[config.mk]
export PLATFORM = sky130hd
export DESIGN_NAME = wsp_front
export DESIGN_NICKNAME = d
export VERILOG_FILES = /design/src/rtl/core/assert_macros.svh /design/src/rtl/core/wsp_pkg.sv /design/src/rtl/core/wsp_front.sv
export SDC_FILE = /design/constraint.sdc
export NUM_CORES = 1
export LEC_CHECK = 0
export BUFFER_PORTS_ARGS = -buffer_cell sky130_fd_sc_hd__buf_2
export CAP_MARGIN = 30
export CORE_AREA = 4 4 104 106
export DETAILED_ROUTE_END_ITERATION = 6
export DIE_AREA = 0 0 108 110
export PLACE_DENSITY_LB_ADDON = 0.08
export SLEW_MARGIN = 20
export SYNTH_ARGS = -nofsm -noshare
export SYNTH_HDL_FRONTEND = slang
export SYNTH_SLANG_ARGS = --single-unit
[constraint.sdc]
create_clock -name vclk -period 0.8
set_input_delay 0.2 -clock vclk [all_inputs]
set_output_delay 0.2 -clock vclk [all_outputs]
set_load 0.01 [all_outputs]
[src/rtl/core/assert_macros.svh]
// ----------------------------------------------------------------------------
// assertion macros
// shared wrappers for the concurrent checks of the projection block
// ----------------------------------------------------------------------------
`ifndef ASSERT_MACROS_SVH
`define ASSERT_MACROS_SVH

// same-cycle implication, disabled while rst is high
`define WSP_ASSERT_IMP(label, clk, rst, ante, cons) \
   label: assert property (@(posedge clk) disable iff (rst) (ante) |-> (cons)) \
      else $error("check failed");

// next-cycle implication, disabled while rst is high
`define WSP_ASSERT_NXT(label, clk, rst, ante, cons) \
   label: assert property (@(posedge clk) disable iff (rst) (ante) |=> (cons)) \
      else $error("check failed");

`endif

[src/rtl/core/wsp_pkg.sv]
// ----------------------------------------------------------------------------
// wsp_pkg
// shared types and constants of the world-to-screen projection block
// ----------------------------------------------------------------------------
`default_nettype none

package wsp_pkg;

   localparam int FIELD_W       = 32;
   localparam int INDEX_W       = 4;
   localparam int MATRIX_DEPTH  = 16;
   localparam int VIEW_W        = 14;
   localparam int HALF_W        = 13;
   localparam int NEAR_W        = 31;
   localparam int CSR_DATA_W    = 31;
   localparam int CSR_INDEX_W   = 2;
   localparam int QUEUE_DEPTH   = 4;
   localparam int QPTR_W        = 2;
   localparam int QCOUNT_W      = 3;

   localparam logic KIND_LOAD    = 1'b0;
   localparam logic KIND_PROJECT = 1'b1;

   localparam logic [CSR_INDEX_W-1:0] CSR_VIEWPORT_WIDTH  = 2'd0;
   localparam logic [CSR_INDEX_W-1:0] CSR_VIEWPORT_HEIGHT = 2'd1;
   localparam logic [CSR_INDEX_W-1:0] CSR_NEAR_LIMIT      = 2'd2;

   localparam logic [VIEW_W-1:0] VIEWPORT_WIDTH_RST  = 14'd1920;
   localparam logic [VIEW_W-1:0] VIEWPORT_HEIGHT_RST = 14'd1080;
   localparam logic [NEAR_W-1:0] NEAR_LIMIT_RST      = 31'd6554;

   typedef struct packed {
      logic                      kind;
      logic [INDEX_W-1:0]        coeff_index;
      logic signed [FIELD_W-1:0] coeff_value;
      logic signed [FIELD_W-1:0] pos_x;
      logic signed [FIELD_W-1:0] pos_y;
      logic signed [FIELD_W-1:0] pos_z;
   } req_type;

   typedef struct packed {
      logic                      visible;
      logic signed [FIELD_W-1:0] screen_x;
      logic signed [FIELD_W-1:0] screen_y;
   } rsp_type;

   typedef struct packed {
      logic [HALF_W-1:0] half_width;
      logic [HALF_W-1:0] half_height;
      logic [NEAR_W-1:0] near_limit;
   } cfg_type;

   typedef struct packed {
      logic                full;
      logic                empty;
      logic [QCOUNT_W-1:0] count;
   } queue_status_type;

endpackage

`default_nettype wire

[src/rtl/core/wsp_front.sv]
// ----------------------------------------------------------------------------
// wsp_front
// intake: classifies request beats and saturates them into queue entries
// ----------------------------------------------------------------------------
`default_nettype none

module wsp_front #(
   parameter int VALUE_WIDTH = 32,
   parameter int ENTRY_W     = 5 + 4 * 32
) (
   input  wire logic                        req_valid,
   output logic                             req_ready,
   input  wire wsp_pkg::req_type            req_payload,
   input  wire wsp_pkg::queue_status_type   q_status,
   output logic                             push,
   output logic [ENTRY_W-1:0]               entry
);
   import wsp_pkg::*;

   localparam int VW = VALUE_WIDTH;
   localparam int XW = (VW > FIELD_W) ? VW : FIELD_W;

   // clamp a 32-bit field into the internal value range
   function automatic logic [VW-1:0] sat_in(input logic signed [FIELD_W-1:0] v);
      logic signed [XW-1:0] e;
      logic signed [XW-1:0] hi;
      logic signed [XW-1:0] lo;
      e  = XW'(v);
      hi = XW'({1'b0, {(VW-1){1'b1}}});
      lo = ~hi;
      if (e > hi) begin
         sat_in = hi[VW-1:0];
      end else if (e < lo) begin
         sat_in = lo[VW-1:0];
      end else begin
         sat_in = e[VW-1:0];
      end
   endfunction

   assign req_ready = !q_status.full;
   assign push      = req_valid && !q_status.full;
   assign entry     = {req_payload.kind, req_payload.coeff_index,
                       sat_in(req_payload.coeff_value), sat_in(req_payload.pos_x),
                       sat_in(req_payload.pos_y), sat_in(req_payload.pos_z)};

endmodule

`default_nettype wire

==> summary.txt <==
Timing
  – RSZ-0062 raised after global routing: false
  – Tcrit/Tclk final: 92.6%
  – Setup TNS: 0 ns
  – Final Hold Fails: 0
  – Worst-margin pin slew: 0.0708 ns
  – FMAX: 1350 MHz
  – Final slew viol count: 0
  – Final setup vio count: 0
  – Relative slew slack: 95.3%
  – Crit path time final: 0.741 ns

GRT
  – GR Overflow Total: 0
  – Initial antenna violation count: 0
  – Largest net degree at the start of global routing: 3
  – Overall routing resource usage: 3.69%
  – Vias in the first global route: 282
  – Global-route wire length before repair: 2830 um

Floorplan
  – Core Footprint: 9770 um^2
  – Die ar.: 11,900 um^2
  – Die height: 110 um
  – Ports: 274
  – Row count: 36
  – Starting Density: 5.40%
  – Die width: 108 um

Final layout
  – Clock Buffer Count: 0
  – Sequential cell area: 0 um^2
  – Layout cells sized above 1: 66.7%
  – Core Util, Final: 2.01%
  – Commonest non-fill, non-tap cell in the layout: buf_2
  – Area growth syn-to-layout: -62.8%
  – Commonest cells after routing, fill and taps aside: buf_2, inv_1, nor2b_1
  – Layout sequential cell count: 0
  – N_diodes: 0
  – Fin nets: 147

Synth
  – Syn Nets: 274
  – Sequential fraction of the synthesis area: 0%
  – Yosys warns: 0
  – Mux cell area share after synthesis: 0%
  – Largest family of logic cells by synthesized area: buffers and inverters
  – Distinct cell type count after synthesis: 4
  – Xor/xnor share of the synthesized area: 0%
  – Post-synthesis simple-gate area fraction: 1.18%
  – Post-Syn Area per Cell: 3.91 um^2
  – Synth Area in Compound Gates: 0%
  – Post-Synthesis Cells: 135
  – Fraction of the mapped netlist area in adder cells: 0%
  – Mapped Area: 528 um^2

Placement
  – GPL Wtd Cong: 0.472
  – PortBufs: 4

Setup path
  – Crit path max-delay family: buffers and inverters
  – Crit Path Category: in -> out
  – CP max stage cell: buf_2
  – Most common cell on crit path: buf_2
  – CP arrival: 0.54 ns
  – CP required: 0.60 ns
  – Worst path depth: 3
  – CP bufs+invs: 2
  – Worst-path cell chain: buf_2 > nor2b_1 > buf_2
  – Max incr delay on CP: 0.13 ns
  – CP Max Fanout: 1
  – Critical Path End Type: output port
  – Crit start category: input pin

Route
  – Wire per inst: 19.0 um
  – Vias: 219
  – Final WL: 2650 um
  – Via/cell ratio: 1.58
  – Pre-antenna DRT Iters: 2
  – Antenna-violating nets left: 0
  – Post-route DRC: 0
  – 1st-iter DRT viols: 3

Clocking
  – # Post-CTS Setup Buffers: 0
  – Post-cts hold buffer count: 0
  – Post-CTS sizing: 0

Pwr
  – Cell leakage power: 0.0000241 uW
  – Pwr dens: 81.4 nW/um^2
  – Max IR drop VDD: 0.0120 mV

Status
  – Status: complete, no violations

Min path
  – Hold Path Class: in -> out
  – Hold_sp: req_payload[122]
  – Hold Path End: entry[122]
  – Hold Path Stages: 0

Run
  – Maxcap violations: 0
-- logic make-up after synthesis --
kind of cell           count (synthesis)
buffers and inverters                134
AND/OR/NAND/NOR                        1
-- final cells by class --
type / instances / area (um^2)
tap: 133 / 166
timing repair buffer: 4 / 20.0
fill: 1178 / 9580
inverter: 1 / 3.75
multi-input combinational: 1 / 6.26
-- through the flow --
stage / total power (uW) / worst slack, ns / area [um^2] / hold WS (ns) / std cells
after floorplan: 429 / 0.203 / 528 / 0.444 / 135
after global placement: 15.9 / 0.0654 / 196 / 0.400 / 139
after detailed placement: 16.7 / 0.0514 / 196 / 0.400 / 139
after CTS: 16.8 / 0.0514 / 196 / 0.400 / 139
after global routing: 17.9 / 0.0451 / 196 / 0.400 / 139
final: 16.0 / 0.0594 / 196 / 0.400 / 139
-- power by group --
| part | internal, uW | switching, uW | total (uW) |
|---|---|---|---|
| clock | 0 | 0 | 0 |
| sequential | 0 | 0 | 0 |
| combinational | 8.48 | 7.50 | 16.0 |
| total | 8.48 | 7.50 | 16.0 |
-- how the worst max path moves through the flow --
stage,startpoint,to
finish,req_valid,push
global route,req_valid,push
CTS,req_valid,push
detailed placement,req_valid,push
global placement,req_valid,push
floorplan,req_valid,push
-- metal layers --
metal / routed length (um) / GRT usage (%)
met5: 0 / 0
met4: 620 / 8.48
met3: 957 / 5.53
met2: 991 / 4.75
met1: 76 / 0.175
-- cell usage after synthesis (all sizes together) --
cell    instances  area (um^2)
inv             1         3.75
buf             5         37.5
clkbuf        128          480
nor2b           1         6.26
Power figures use the tool's default switching activity.
