<file path="src/rtl/core/assert_macros.svh">
// ----------------------------------------------------------------------------
// assertion macros
// shared wrappers for the concurrent checks of the projection block
// ----------------------------------------------------------------------------
`ifndef ASSERT_MACROS_SVH
`define ASSERT_MACROS_SVH

// same-cycle implication, disabled while rst is high
`define WSP_ASSERT_IMP(label, clk, rst, ante, cons) \
   label: assert property (@(posedge clk) disable iff (rst) (ante) |-> (cons)) \
      else $error("check failed");

// next-cycle implication, disabled while rst is high
`define WSP_ASSERT_NXT(label, clk, rst, ante, cons) \
   label: assert property (@(posedge clk) disable iff (rst) (ante) |=> (cons)) \
      else $error("check failed");

`endif

</file>
<file path="src/rtl/core/wsp_pkg.sv">
// ----------------------------------------------------------------------------
// wsp_pkg
// shared types and constants of the world-to-screen projection block
// ----------------------------------------------------------------------------
`default_nettype none

package wsp_pkg;

   localparam int FIELD_W       = 32;
   localparam int INDEX_W       = 4;
   localparam int MATRIX_DEPTH  = 16;
   localparam int VIEW_W        = 14;
   localparam int HALF_W        = 13;
   localparam int NEAR_W        = 31;
   localparam int CSR_DATA_W    = 31;
   localparam int CSR_INDEX_W   = 2;
   localparam int QUEUE_DEPTH   = 4;
   localparam int QPTR_W        = 2;
   localparam int QCOUNT_W      = 3;

   localparam logic KIND_LOAD    = 1'b0;
   localparam logic KIND_PROJECT = 1'b1;

   localparam logic [CSR_INDEX_W-1:0] CSR_VIEWPORT_WIDTH  = 2'd0;
   localparam logic [CSR_INDEX_W-1:0] CSR_VIEWPORT_HEIGHT = 2'd1;
   localparam logic [CSR_INDEX_W-1:0] CSR_NEAR_LIMIT      = 2'd2;

   localparam logic [VIEW_W-1:0] VIEWPORT_WIDTH_RST  = 14'd1920;
   localparam logic [VIEW_W-1:0] VIEWPORT_HEIGHT_RST = 14'd1080;
   localparam logic [NEAR_W-1:0] NEAR_LIMIT_RST      = 31'd6554;

   typedef struct packed {
      logic                      kind;
      logic [INDEX_W-1:0]        coeff_index;
      logic signed [FIELD_W-1:0] coeff_value;
      logic signed [FIELD_W-1:0] pos_x;
      logic signed [FIELD_W-1:0] pos_y;
      logic signed [FIELD_W-1:0] pos_z;
   } req_type;

   typedef struct packed {
      logic                      visible;
      logic signed [FIELD_W-1:0] screen_x;
      logic signed [FIELD_W-1:0] screen_y;
   } rsp_type;

   typedef struct packed {
      logic [HALF_W-1:0] half_width;
      logic [HALF_W-1:0] half_height;
      logic [NEAR_W-1:0] near_limit;
   } cfg_type;

   typedef struct packed {
      logic                full;
      logic                empty;
      logic [QCOUNT_W-1:0] count;
   } queue_status_type;

endpackage

`default_nettype wire

</file>
<file path="src/rtl/core/wsp_queue.sv">
// ----------------------------------------------------------------------------
// wsp_queue
// short fifo between intake and the projection pipeline
// ----------------------------------------------------------------------------
`default_nettype none

module wsp_queue #(
   parameter int ENTRY_W = 5 + 4 * 32
) (
   input  wire logic                       clock,
   input  wire logic                       reset,
   input  wire logic                       push,
   input  wire logic [ENTRY_W-1:0]         din,
   input  wire logic                       pop,
   output logic [ENTRY_W-1:0]              dout,
   output wsp_pkg::queue_status_type       status
);
   import wsp_pkg::*;

   logic [ENTRY_W-1:0]  slot_ff [QUEUE_DEPTH];
   logic [QPTR_W-1:0]   wr_ptr_ff, wr_ptr_in;
   logic [QPTR_W-1:0]   rd_ptr_ff, rd_ptr_in;
   logic [QCOUNT_W-1:0] count_ff, count_in;

   always_comb begin
      wr_ptr_in = push ? wr_ptr_ff + QPTR_W'(1) : wr_ptr_ff;
      rd_ptr_in = pop ? rd_ptr_ff + QPTR_W'(1) : rd_ptr_ff;
      count_in  = count_ff + QCOUNT_W'(push) - QCOUNT_W'(pop);
   end

   always_ff @(posedge clock) begin
      if (reset) begin
         wr_ptr_ff <= '0;
         rd_ptr_ff <= '0;
         count_ff  <= '0;
      end else begin
         wr_ptr_ff <= wr_ptr_in;
         rd_ptr_ff <= rd_ptr_in;
         count_ff  <= count_in;
      end
   end

   always_ff @(posedge clock) begin
      if (push) begin
         slot_ff[wr_ptr_ff] <= din;
      end
   end

   assign dout         = slot_ff[rd_ptr_ff];
   assign status.full  = (count_ff == QCOUNT_W'(QUEUE_DEPTH));
   assign status.empty = (count_ff == '0);
   assign status.count = count_ff;

endmodule

`default_nettype wire

</file>
<file path="config.mk">
export PLATFORM = sky130hd
export DESIGN_NAME = wsp_queue
export DESIGN_NICKNAME = d
export VERILOG_FILES = /design/src/rtl/core/assert_macros.svh /design/src/rtl/core/wsp_pkg.sv /design/src/rtl/core/wsp_queue.sv
export SDC_FILE = /design/constraint.sdc
export NUM_CORES = 1
export LEC_CHECK = 0
export BUFFER_PORTS_ARGS = -buffer_cell sky130_fd_sc_hd__buf_2
export CORE_ASPECT_RATIO = 1.4
export CORE_MARGIN = 4
export CORE_UTILIZATION = 45
export CTS_BUF_LIST = sky130_fd_sc_hd__clkbuf_8
export CTS_CLUSTER_DIAMETER = 200
export DETAILED_ROUTE_END_ITERATION = 8
export PLACE_DENSITY = 0.75
export SLEW_MARGIN = 10
export SYNTH_ARGS = -nofsm -noshare
export SYNTH_HDL_FRONTEND = slang
export SYNTH_SLANG_ARGS = --single-unit
</file>
<file path="constraint.sdc">
create_clock -name clock -period 4 [get_ports clock]
set_input_delay 0 -clock clock [delete_from_list [all_inputs] [get_ports clock]]
set_output_delay 0 -clock clock [all_outputs]
set_load 0.1 [all_outputs]
</file>
==> results by group, run 1 <==
Floorplanning
  • Initial Utilization: 45.5%
  • Core area: 43100 sq um
  • Io pins: 275
  • Die area: 47000 sq um
  • Die H: 255 microns
  • Die X: 184 microns
  • Row cnt: 90

Setup path
  • CP Launch Type: flip-flop
  • WP buf/inv: 2
  • Cell-by-cell trace of the critical path: buf_4, mux4_2, buf_2
  • Crit end category: output port
  • R2R Path Start: wr_ptr_ff[0]
  • Critical Path RT: 4.00 ns
  • Register-to-Register Path Depth: 3
  • Critical path peak fanout: 38
  • R2R setup slack: 2.01 ns
  • FF-to-FF End: slot_ff[3][94]
  • Slowest stage cell, crit path: dfxtp_4
  • Max incr delay on CP: 0.91 ns
  • Setup CP Type: flip-flop to output port
  • Worst Path Arrival: 2.84 ns
  • Delay-heaviest family, CP: flip-flops

Clock tree
  • Setup bufs post-CTS: 0
  • CTS H-Tree Depth: 3
  • Hold_buf cts: 137
  • Worst skew pair latency: 0.61 ns
  • Root Buffer: clkbuf_8
  • Deepest clock path buffer count: 3
  • Reg clk slew, reported paths: 0.07 ns
  • Inserted Clock Buffers: 80
  • Clock sink total: 541
  • CTS tree: yes
  • CTS resizes: 0

Timing
  • Final hold violation count: 0
  • Slew Limit Fails: 0
  • RSZ-0062 raised after global routing: false
  • Final worst path period share: 71.0%
  • Maximum clock frequency: 352 MHz
  • Setup TNS: 0 ns
  • Min cycle time layout: 2.84 ns
  • Normalized max-slew margin: 42.7%
  • Final setup viols: 0
  • Worst slew pin tran: 0.859 ns
  • Layout Skew: 0.0187 ns

Hold path
  • Worst Hold Class: input pin to flip-flop
  • Hold Crit Depth: 2
  • Hold Crit Start: din[17]
  • WHS Endpoint: slot_ff[0][17]

Drt
  • Iteration-0 DRC Markers: 626
  • Post-route ant nets: 0
  • Drc violations: 0
  • Via density: 5.16
  • Vias: 9470
  • Wirelength per Cell: 21.7 microns
  • Routed wire length: 39.9 mm
  • Drt first pass iters: 4

Synthesis
  • Yosys warnings: 0
  • Post-Syn Instances: 737
  • Sequential share of the synthesized area: 82.4%
  • #FFs+latches synth: 541
  • Mapped cell area: 19600 sq um
  • Netlist cell types: 20
  • Syn Nets: 881
  • Mean post-synth cell area: 26.6 sq um

Power
  • Power per Cell Area: 552 nW/um^2
  • Maximum vdd drop: 518 uV
  • Tot Pwr: 13.6 mW
  • Leak: 8.47 nW

Global routing
  • Initial antenna violation count: 5
  • First-pass GRT wire length: 61.2 mm
  • Total grt overflow: 0
  • GRT Total Usage: 17.2%
  • Vias in the first global route: 10777
  • Pin count of the biggest net entering global routing: 83

Finish
  • Final non-filler cell total: 1837
  • Share of post-route cells with drive strength above 1: 41.6%
  • Fin nets: 1361
  • Area growth from synthesis to layout: 25.6%

Status
  • Status: complete, no violations

Placed design
  • Port bufs: 274
  • DP HPWL: 23.4 mm
  • Placed cells: 1550
  • RePlAce Congestion: 0.727

Job
  • MaxCap Viol Count: 0
## per-stage QoR
stage | instance area, sq um | setup WS (ns) | utilization (%) | hold slack, ns
2_1_floorplan | 19600 | 1.12 | - | 0.0716
3_3_place_gp | 21700 | 1.73 | 50.4 | 0.210
3_5_place_dp | 21700 | 1.70 | 50.4 | 0.216
4_1_cts | 24600 | 1.00 | 57.1 | 0.0637
5_1_grt | 24600 | 0.900 | 57.1 | 0.0943
6_report | 24600 | 1.16 | 57.1 | 0.141
## synthesized netlist by cell type
master / count / share of area (%)
edfxtp_1: 532 / 81
mux4_2: 133 / 15
buf_2: 15 / 0.38
buf_6: 9 / 0.52
dfxtp_1: 9 / 0.92
clkbuf_1: 6 / 0.11
ha_1: 6 / 0.38
inv_1: 6 / 0.11
nor2_1: 5 / 0.096
and2_1: 4 / 0.13
nor2b_1: 2 / 0.064
xnor2_1: 2 / 0.089
a21bo_2: 1 / 0.051
a21oi_1: 1 / 0.025
and3_1: 1 / 0.032
fa_1: 1 / 0.10
mux2i_1: 1 / 0.051
nand3b_1: 1 / 0.038
nor3_1: 1 / 0.025
xor3_1: 1 / 0.12
## power by group
group	internal (mW)	switching [mW]
logic	0.632	2.14
clock network	2.23	2.00
registers	6.52	0.0932
total	9.38	4.23
## registers in the layout, summed over array words and instances (netlist names), named ones only
name / cells
rd_ptr_ff: 2
slot_ff: 532
wr_ptr_ff: 2
count_ff: 3
## routing by layer
metal | vias up | wire length [microns] | part of all wire (%) | GRT usage (%)
li1 | 4171 | - | - | -
met1 | 4931 | 14800 | 37 | 20.0
met2 | 299 | 21500 | 54 | 30.6
met3 | 69 | 2410 | 6.0 | 4.38
met4 | 0 | 1290 | 3.2 | 6.72
met5 | - | 0 | 0 | 0
## cell usage in the layout (no fill, tap or decap)
| cell | Yosys | layout |
|---|---|---|
| dlygate4sd3_1 | 0 | 137 |
| nor2b_1 | 2 | 2 |
| xor3_1 | 1 | 1 |
| buf_12 | 0 | 8 |
| fa_1 | 1 | 1 |
| a21bo_2 | 1 | 1 |
| mux4_2 | 133 | 133 |
| dfxtp_1 | 9 | 7 |
| inv_1 | 6 | 29 |
| clkinv_1 | 0 | 21 |
| mux2i_1 | 1 | 1 |
| inv_8 | 0 | 2 |
| edfxtp_1 | 532 | 532 |
| a21oi_1 | 1 | 1 |
| nor3_1 | 1 | 1 |
| diode_2 | 0 | 5 |
| and3_1 | 1 | 1 |
| and2_4 | 0 | 4 |
| nand3b_1 | 1 | 1 |
| nor2_1 | 5 | 5 |
| dfxtp_4 | 0 | 2 |
| buf_2 | 15 | 274 |
| inv_6 | 0 | 2 |
| buf_4 | 0 | 9 |
| ha_1 | 6 | 6 |
| clkbuf_8 | 0 | 88 |
| clkinv_2 | 0 | 6 |
| xnor2_1 | 2 | 2 |
| bufinv_16 | 0 | 3 |
## worst max path at each step
| stage | start | to | slack [ns] | depth (start not counted) |
|---|---|---|---|---|
| after global placement | flip-flop | dout[107] | 1.73 | 3 |
| after global routing | flip-flop | dout[70] | 0.90 | 3 |
| final | flip-flop | dout[107] | 1.16 | 3 |
| after CTS | flip-flop | dout[100] | 1.00 | 3 |
| after detailed placement | flip-flop | dout[100] | 1.70 | 3 |
| after floorplan | count_ff[2] | status[3] | 1.12 | 1 |
## final cells by class
type	instances	area, sq um
fill	3059	18500
sequential	541	16200
multi-input combinational	160	3240
timing repair buffer	428	2970
clock buffer	88	1210
tap	552	691
clock inverter	57	325
inverter	6	22.5
antenna	5	12.5
## cells by family after synthesis
group,count (synthesis),share of synthesized area [%]
AO/OA/AOI/OAI,2,0.0765
XOR/XNOR,3,0.211
adder cells (fa/ha/maj),7,0.485
buffers and inverters,36,1.13
flip-flops,541,82.4
multiplexers,134,15.3
AND/OR/NAND/NOR,14,0.383
## worst reg2reg max path, stage by stage (launching register included)
cell     delay (ns)
dfxtp_1        0.41
ha_1           0.17
and2_4         0.48
buf_4          0.55
Power figures use the tool's default switching activity.
==> run 2, diff against run 1 <==
clock period = 2.5 ns   (was 4 ns; I/O delays follow)
==> results by group, run 2 (same netlist as run 1, synthesis figures left out) <==
Setup path
  • Setup CP Type: flip-flop to output port
  • Max incr delay on CP: 0.53 ns
  • Register-to-Register Path Depth: 3
  • R2R Path Start: wr_ptr_ff[0]
  • Critical Path RT: 2.50 ns
  • Crit end category: output port
  • CP Launch Type: flip-flop
  • Worst Path Arrival: 2.21 ns
  • Critical path peak fanout: 18
  • FF-to-FF End: slot_ff[3][125]
  • Slowest stage cell, crit path: dfxtp_4
  • R2R setup slack: 0.74 ns
  • Crit path to: dout[90]
  • Cell-by-cell trace of the critical path: buf_12, buf_4, mux4_2, buf_2

Global routing
  • Initial antenna violation count: 4
  • Vias in the first global route: 10672
  • GRT Total Usage: 17.0%
  • Pin count of the biggest net entering global routing: 74
  • Total grt overflow: 0
  • First-pass GRT wire length: 60.6 mm

Timing
  • Final setup viols: 0
  • Maximum clock frequency: 453 MHz
  • Final hold violation count: 0
  • Final worst path period share: 88.2%
  • Slew Limit Fails: 0
  • Fin Hold WS: 0.150 ns
  • Setup TNS: 0 ns
  • RSZ-0062 raised after global routing: false
  • Worst slew pin tran: 0.545 ns
  • Min cycle time layout: 2.21 ns
  • Layout Skew: 0.0179 ns
  • Normalized max-slew margin: 63.9%
  • Final Worst Setup Slack: 0.295 ns

Drt
  • Drt first pass iters: 5
  • Wirelength per Cell: 21.8 microns
  • Vias: 9524
  • Via density: 5.18
  • Routed wire length: 40.0 mm
  • Post-route ant nets: 0
  • Drc violations: 0
  • Iteration-0 DRC Markers: 557

Clock tree
  • Clock sink total: 541
  • Inserted Clock Buffers: 79
  • CTS tree: yes
  • CTS H-Tree Depth: 3
  • Root Buffer: clkbuf_8
  • Deepest clock path buffer count: 3
  • CTS resizes: 0
  • Reg clk slew, reported paths: 0.07 ns
  • Worst skew pair latency: 0.60 ns

Finish
  • Finished Core Util: 57.5%
  • Top flop regs: slot_ff x532, count_ff x3
  • Most frequent cells in the layout: 532 x edfxtp_1, 274 x buf_2, 137 x dlygate4sd3_1
  • Area growth from synthesis to layout: 26.5%
  • Reg with most FFs: slot_ff
  • Final non-filler cell total: 1838
  • Fin nets: 1375
  • Largest register FFs: 532
  • Share of post-route cells with drive strength above 1: 42.4%
  • Commonest non-fill, non-tap cell in the layout: edfxtp_1

Floorplanning
  • Row cnt: 90
  • Initial Utilization: 45.5%
  • Die X: 184 microns
  • Die H: 255 microns
  • Io pins: 275
  • Die area: 47000 sq um
  • Core area: 43100 sq um

Hold path
  • Worst Hold Class: input pin to flip-flop
  • Hold Crit Depth: 2

Power
  • Leak: 8.50 nW
  • Power per Cell Area: 868 nW/um^2
  • Maximum vdd drop: 813 uV

Placed design
  • Port bufs: 274
  • DP Worst Slack: 0.631 ns
  • DP HPWL: 23.7 mm
  • RePlAce Congestion: 0.706
  • Placed cells: 1561

Status
  • Status: complete, no violations

Job
  • MaxCap Viol Count: 0
==> run 2: cell count changes in the layout (fill, tap and decap cells not counted), moves of 2 or more <==
cell / change
buf_12: +14
clkbuf_8: -8
clkinv_1: -3
clkinv_2: +2
clkinvlp_4: +5
diode_2: -2
inv_1: -5
inv_8: -2
==> run 2: how the worst min path moves through the flow <==
stage,from,endpoint,slack (ns)
2_1_floorplan,reset,count_ff[0],0.07
3_3_place_gp,din[34],slot_ff[0][34],0.21
3_5_place_dp,din[14],slot_ff[3][14],0.22
4_1_cts,din[34],slot_ff[1][34],0.07
5_1_grt,din[99],slot_ff[3][99],0.10
6_report,din[99],slot_ff[1][99],0.15
==> run 2: per-stage QoR <==
| step | cell area (sq um) | power, mW |
|---|---|---|
| 3_5_place_dp | 22000 | 15.1 |
| 2_1_floorplan | 19600 | 14.2 |
| 3_3_place_gp | 22000 | 15.0 |
| 5_1_grt | 24800 | 22.3 |
| 6_report | 24800 | 21.5 |
| 4_1_cts | 24800 | 21.7 |
==> run 2: metal layers <==
| layer | routed length [microns] | global-route usage (%) | part of all wire, % | up-vias |
|---|---|---|---|---|
| met3 | 2700 | 4.63 | 6.7 | 77 |
| met2 | 21500 | 30.0 | 54 | 333 |
| met5 | 13 | 0 | 0.032 | - |
| met1 | 14600 | 19.8 | 36 | 4931 |
| li1 | - | - | - | 4181 |
| met4 | 1220 | 6.64 | 3.0 | 2 |
==> run 2: where the power goes <==
group	internal [mW]	switching, mW	total [mW]
Sequential	10.4	0.126	10.6
Clock	3.29	3.15	6.44
Combinational	1.08	3.44	4.53
Total	14.8	6.72	21.5
==> run 2: repair_timing <==
item / 4_1_cts / 5_1_grt
hold buffers: 137 / 0
endpoints found under the setup margin: 67 / 0
hold endpoints to repair: 551 / 0
buffers inserted: 4 / 0
==> run 2: critical path, delay by kind of cell (launching register included) <==
kind                   cells  cell delay [ns]
DFF                        1             0.53
buffers and inverters      3             0.87
muxes                      1             0.20
==> run 2: layout make-up <==
type	instances	area (sq um)
flip-flops and latches	541	16200
diodes	3	7.51
well taps	552	691
clock inverters	53	312
multi-input cells	160	3250
repair buffers	443	3260
clock buffers	80	1100
fillers	3039	18300
inverters	6	22.5
==> run 3, diff against run 2 <==
ABC_AREA = 1   (was not set)
PLACE_DENSITY = 0.74   (was 0.75)
SLEW_MARGIN = not set   (was 10)
==> results by group, run 3 <==
Synthesis
  • Count leader, synth: edfxtp_1
  • Netlist cell types: 17
  • Syn Nets: 1752
  • Post-synthesis xor/xnor area fraction: 0%
  • Post-synth top cells: 532 x edfxtp_1, 282 x inv_1, 274 x nand2_1
  • Top cell type's share of synthesized area: 74.7%
  • #FFs+latches synth: 541
  • Post-synthesis mux area share: 0%
  • Mapped cell area: 21400 sq um
  • Largest family of logic cells by synthesized area: compound AO/OA/AOI/OAI gates
  • Yosys warnings: 0
  • Ranking of synthesized cells by area: edfxtp_1 75%, inv_1 4.9%, nand2_1 4.8%, o211ai_1 4.7%, a21oi_1 3.3%
  • Sequential share of the synthesized area: 75.5%
  • Fraction of registers with async set/reset: 0%
  • Mean post-synth cell area: 13.3 sq um
  • Post-Syn Instances: 1608
  • Post-Synth Adder-Cell Area: 0.444%
  • Post-synth EDFFs: 532
  • Synth area leader: edfxtp_1
  • Synth Area in Simple Gates: 4.92%
  • Compound-Gate Fraction of Synth Area: 11.1%
  • Top FF cell, synth: edfxtp_1

Floorplanning
  • Die area: 51100 sq um
  • Core area: 47000 sq um
  • Initial Utilization: 45.5%
  • Die H: 266 microns
  • Die X: 192 microns
  • Io pins: 275
  • Row cnt: 94

Timing
  • Worst slew pin tran: 0.700 ns
  • Maximum clock frequency: 415 MHz
  • Normalized max-slew margin: 53.3%
  • Layout Skew: 0.0202 ns
  • Slew Limit Fails: 0
  • Final setup viols: 0
  • Min cycle time layout: 2.41 ns
  • Final hold violation count: 0
  • Final worst path period share: 96.4%

Drt
  • Drc violations: 0
  • Iteration-0 DRC Markers: 940
  • Post-route ant nets: 0
  • Wirelength per Cell: 17.3 microns
  • Vias: 13635
  • Via density: 4.99
  • Drt first pass iters: 5
  • Routed wire length: 47.1 mm

Power
  • Power per Cell Area: 809 nW/um^2
  • Combinational share of power: 21.7%
  • Leak: 10.5 nW
  • Cell internal pwr: 14.7 mW
  • Switching share of power: 32.1%
  • Clock group share of total power: 29.7%
  • Flop pwr share: 48.6%
  • Net Sw Power: 6.93 mW
  • Maximum vdd drop: 1020 uV

Clock tree
  • CTS tree: yes
  • CTS H-Tree Depth: 3
  • Root Buffer: clkbuf_8
  • Clock sink total: 541
  • Inserted Clock Buffers: 80
  • Deepest clock path buffer count: 3
  • Worst skew pair latency: 0.65 ns
  • Reg clk slew, reported paths: 0.06 ns

Setup path
  • Worst Path Arrival: 2.41 ns
  • Setup CP Type: flip-flop to output port
  • Crit end category: output port
  • Critical path peak fanout: 115
  • Critical Path RT: 2.50 ns
  • CP Launch Type: flip-flop

Job
  • MaxCap Viol Count: 0

Finish
  • Commonest non-fill, non-tap cell in the layout: edfxtp_1
  • Final non-filler cell total: 2730
  • Reg with most FFs: slot_ff
  • Largest register FFs: 532
  • Register area: 16200 sq um
  • Area growth from synthesis to layout: 25.0%
  • Share of post-route cells with drive strength above 1: 19.7%
  • Fillers: 3639
  • Fin area: 26700 sq um
  • Most frequent cells in the layout: 532 x edfxtp_1, 310 x inv_1, 270 x nand2_1
  • Fin nets: 2182
  • Top flop regs: slot_ff x532, count_ff x3
  • Multi-input gate area: 3550 sq um

Global routing
  • Vias in the first global route: 14216
  • GRT Total Usage: 18.2%
  • Pin count of the biggest net entering global routing: 116
  • Total grt overflow: 0
  • First-pass GRT wire length: 73.0 mm
  • Initial antenna violation count: 5

Placed design
  • DP HPWL: 27.2 mm
  • Port bufs: 274
  • Dpl cell area: 23900 sq um
  • RePlAce Congestion: 0.778
  • Placed cells: 2442

Hold path
  • Worst Hold Class: input pin to flip-flop

Status
  • Status: complete, no violations
## run 3: cell types whose count changed after synthesis, moves of 37 or more
cell	before	now
mux4_2	133	0
inv_1	6	282
o21ai_0	0	37
o211ai_1	0	133
nand2_1	0	274
a21oi_1	1	139
o21ai_1	0	100
## run 3: area by class of cell
type	instances	share of cell area, %
sequential	541	60.5
timing repair buffer	437	13.9
multi-input combinational	696	13.3
clock buffer	85	4.38
inverter	282	4.02
tap	624	2.92
clock inverter	61	1.05
antenna	4	0.0374
## run 3: power by group through the flow
| stage | clock network (mW) | registers, mW | logic (mW) |
|---|---|---|---|
| 4_1_cts | 6.64 | 10.5 | 4.67 |
| 3_3_place_gp | 0 | 10.7 | 4.41 |
| 6_report | 6.42 | 10.5 | 4.69 |
| 2_1_floorplan | 0 | 10.8 | 3.30 |
| 5_1_grt | 7.05 | 10.5 | 4.91 |
| 3_5_place_dp | 0 | 10.7 | 4.48 |
## run 3: worst paths after layout
check,to,slack [ns],depth (start not counted),start
max,dout[107],0.09,4,flip-flop
min,slot_ff[0][14],0.1,2,din[14]
max reg2reg,count_ff[2],0.66,7,count_ff[0]
min reg2reg,flip-flop,0.48,2,rd_ptr_ff[1]
## run 3: worst max-delay path, stage by stage (launching register included)
cell and delay (ns):
dfxtp_4 0.58, buf_16 0.39, o211ai_1 0.17, nand2_1 0.13, buf_2 0.44
## run 3: cells by family after synthesis
family,count (synthesis)
buffers and inverters,371
adders and majority gates,7
AOI/OAI and AO/OA,409
DFF,541
and+or+nand+nor,280
## run 3: through the flow
step	setup WS (ns)	power [mW]	hold slack, ns	setup TNS (ns)	utilization, %
2_1_floorplan	-0.463	14.1	0.0712	-240.42	-
3_3_place_gp	0.796	15.1	0.192	0	50.7
3_5_place_dp	0.748	15.2	0.201	0	50.7
4_1_cts	0.00264	21.8	0.0126	0	56.7
5_1_grt	-0.0217	22.5	0.0629	-0.0217	56.8
6_report	0.0903	21.6	0.0977	0	56.8
## run 3: what timing repair did
| item | in CTS | in global routing |
|---|---|---|
| endpoints found under the setup margin | 0 | 24 |
| hold buffers | 137 | 0 |
| gates resized for setup | 0 | 9 |
| hold endpoints to repair | 541 | 0 |
| setup buffers | 0 | 1 |
## run 3: metal layers
metal | vias to the layer above | part of all wire [%] | global-route usage [%]
met5 | - | 0.028 | 0
met4 | 2 | 4.2 | 9.91
met3 | 130 | 5.7 | 3.94
met2 | 467 | 54 | 32.9
met1 | 6555 | 36 | 19.5
li1 | 6481 | - | -
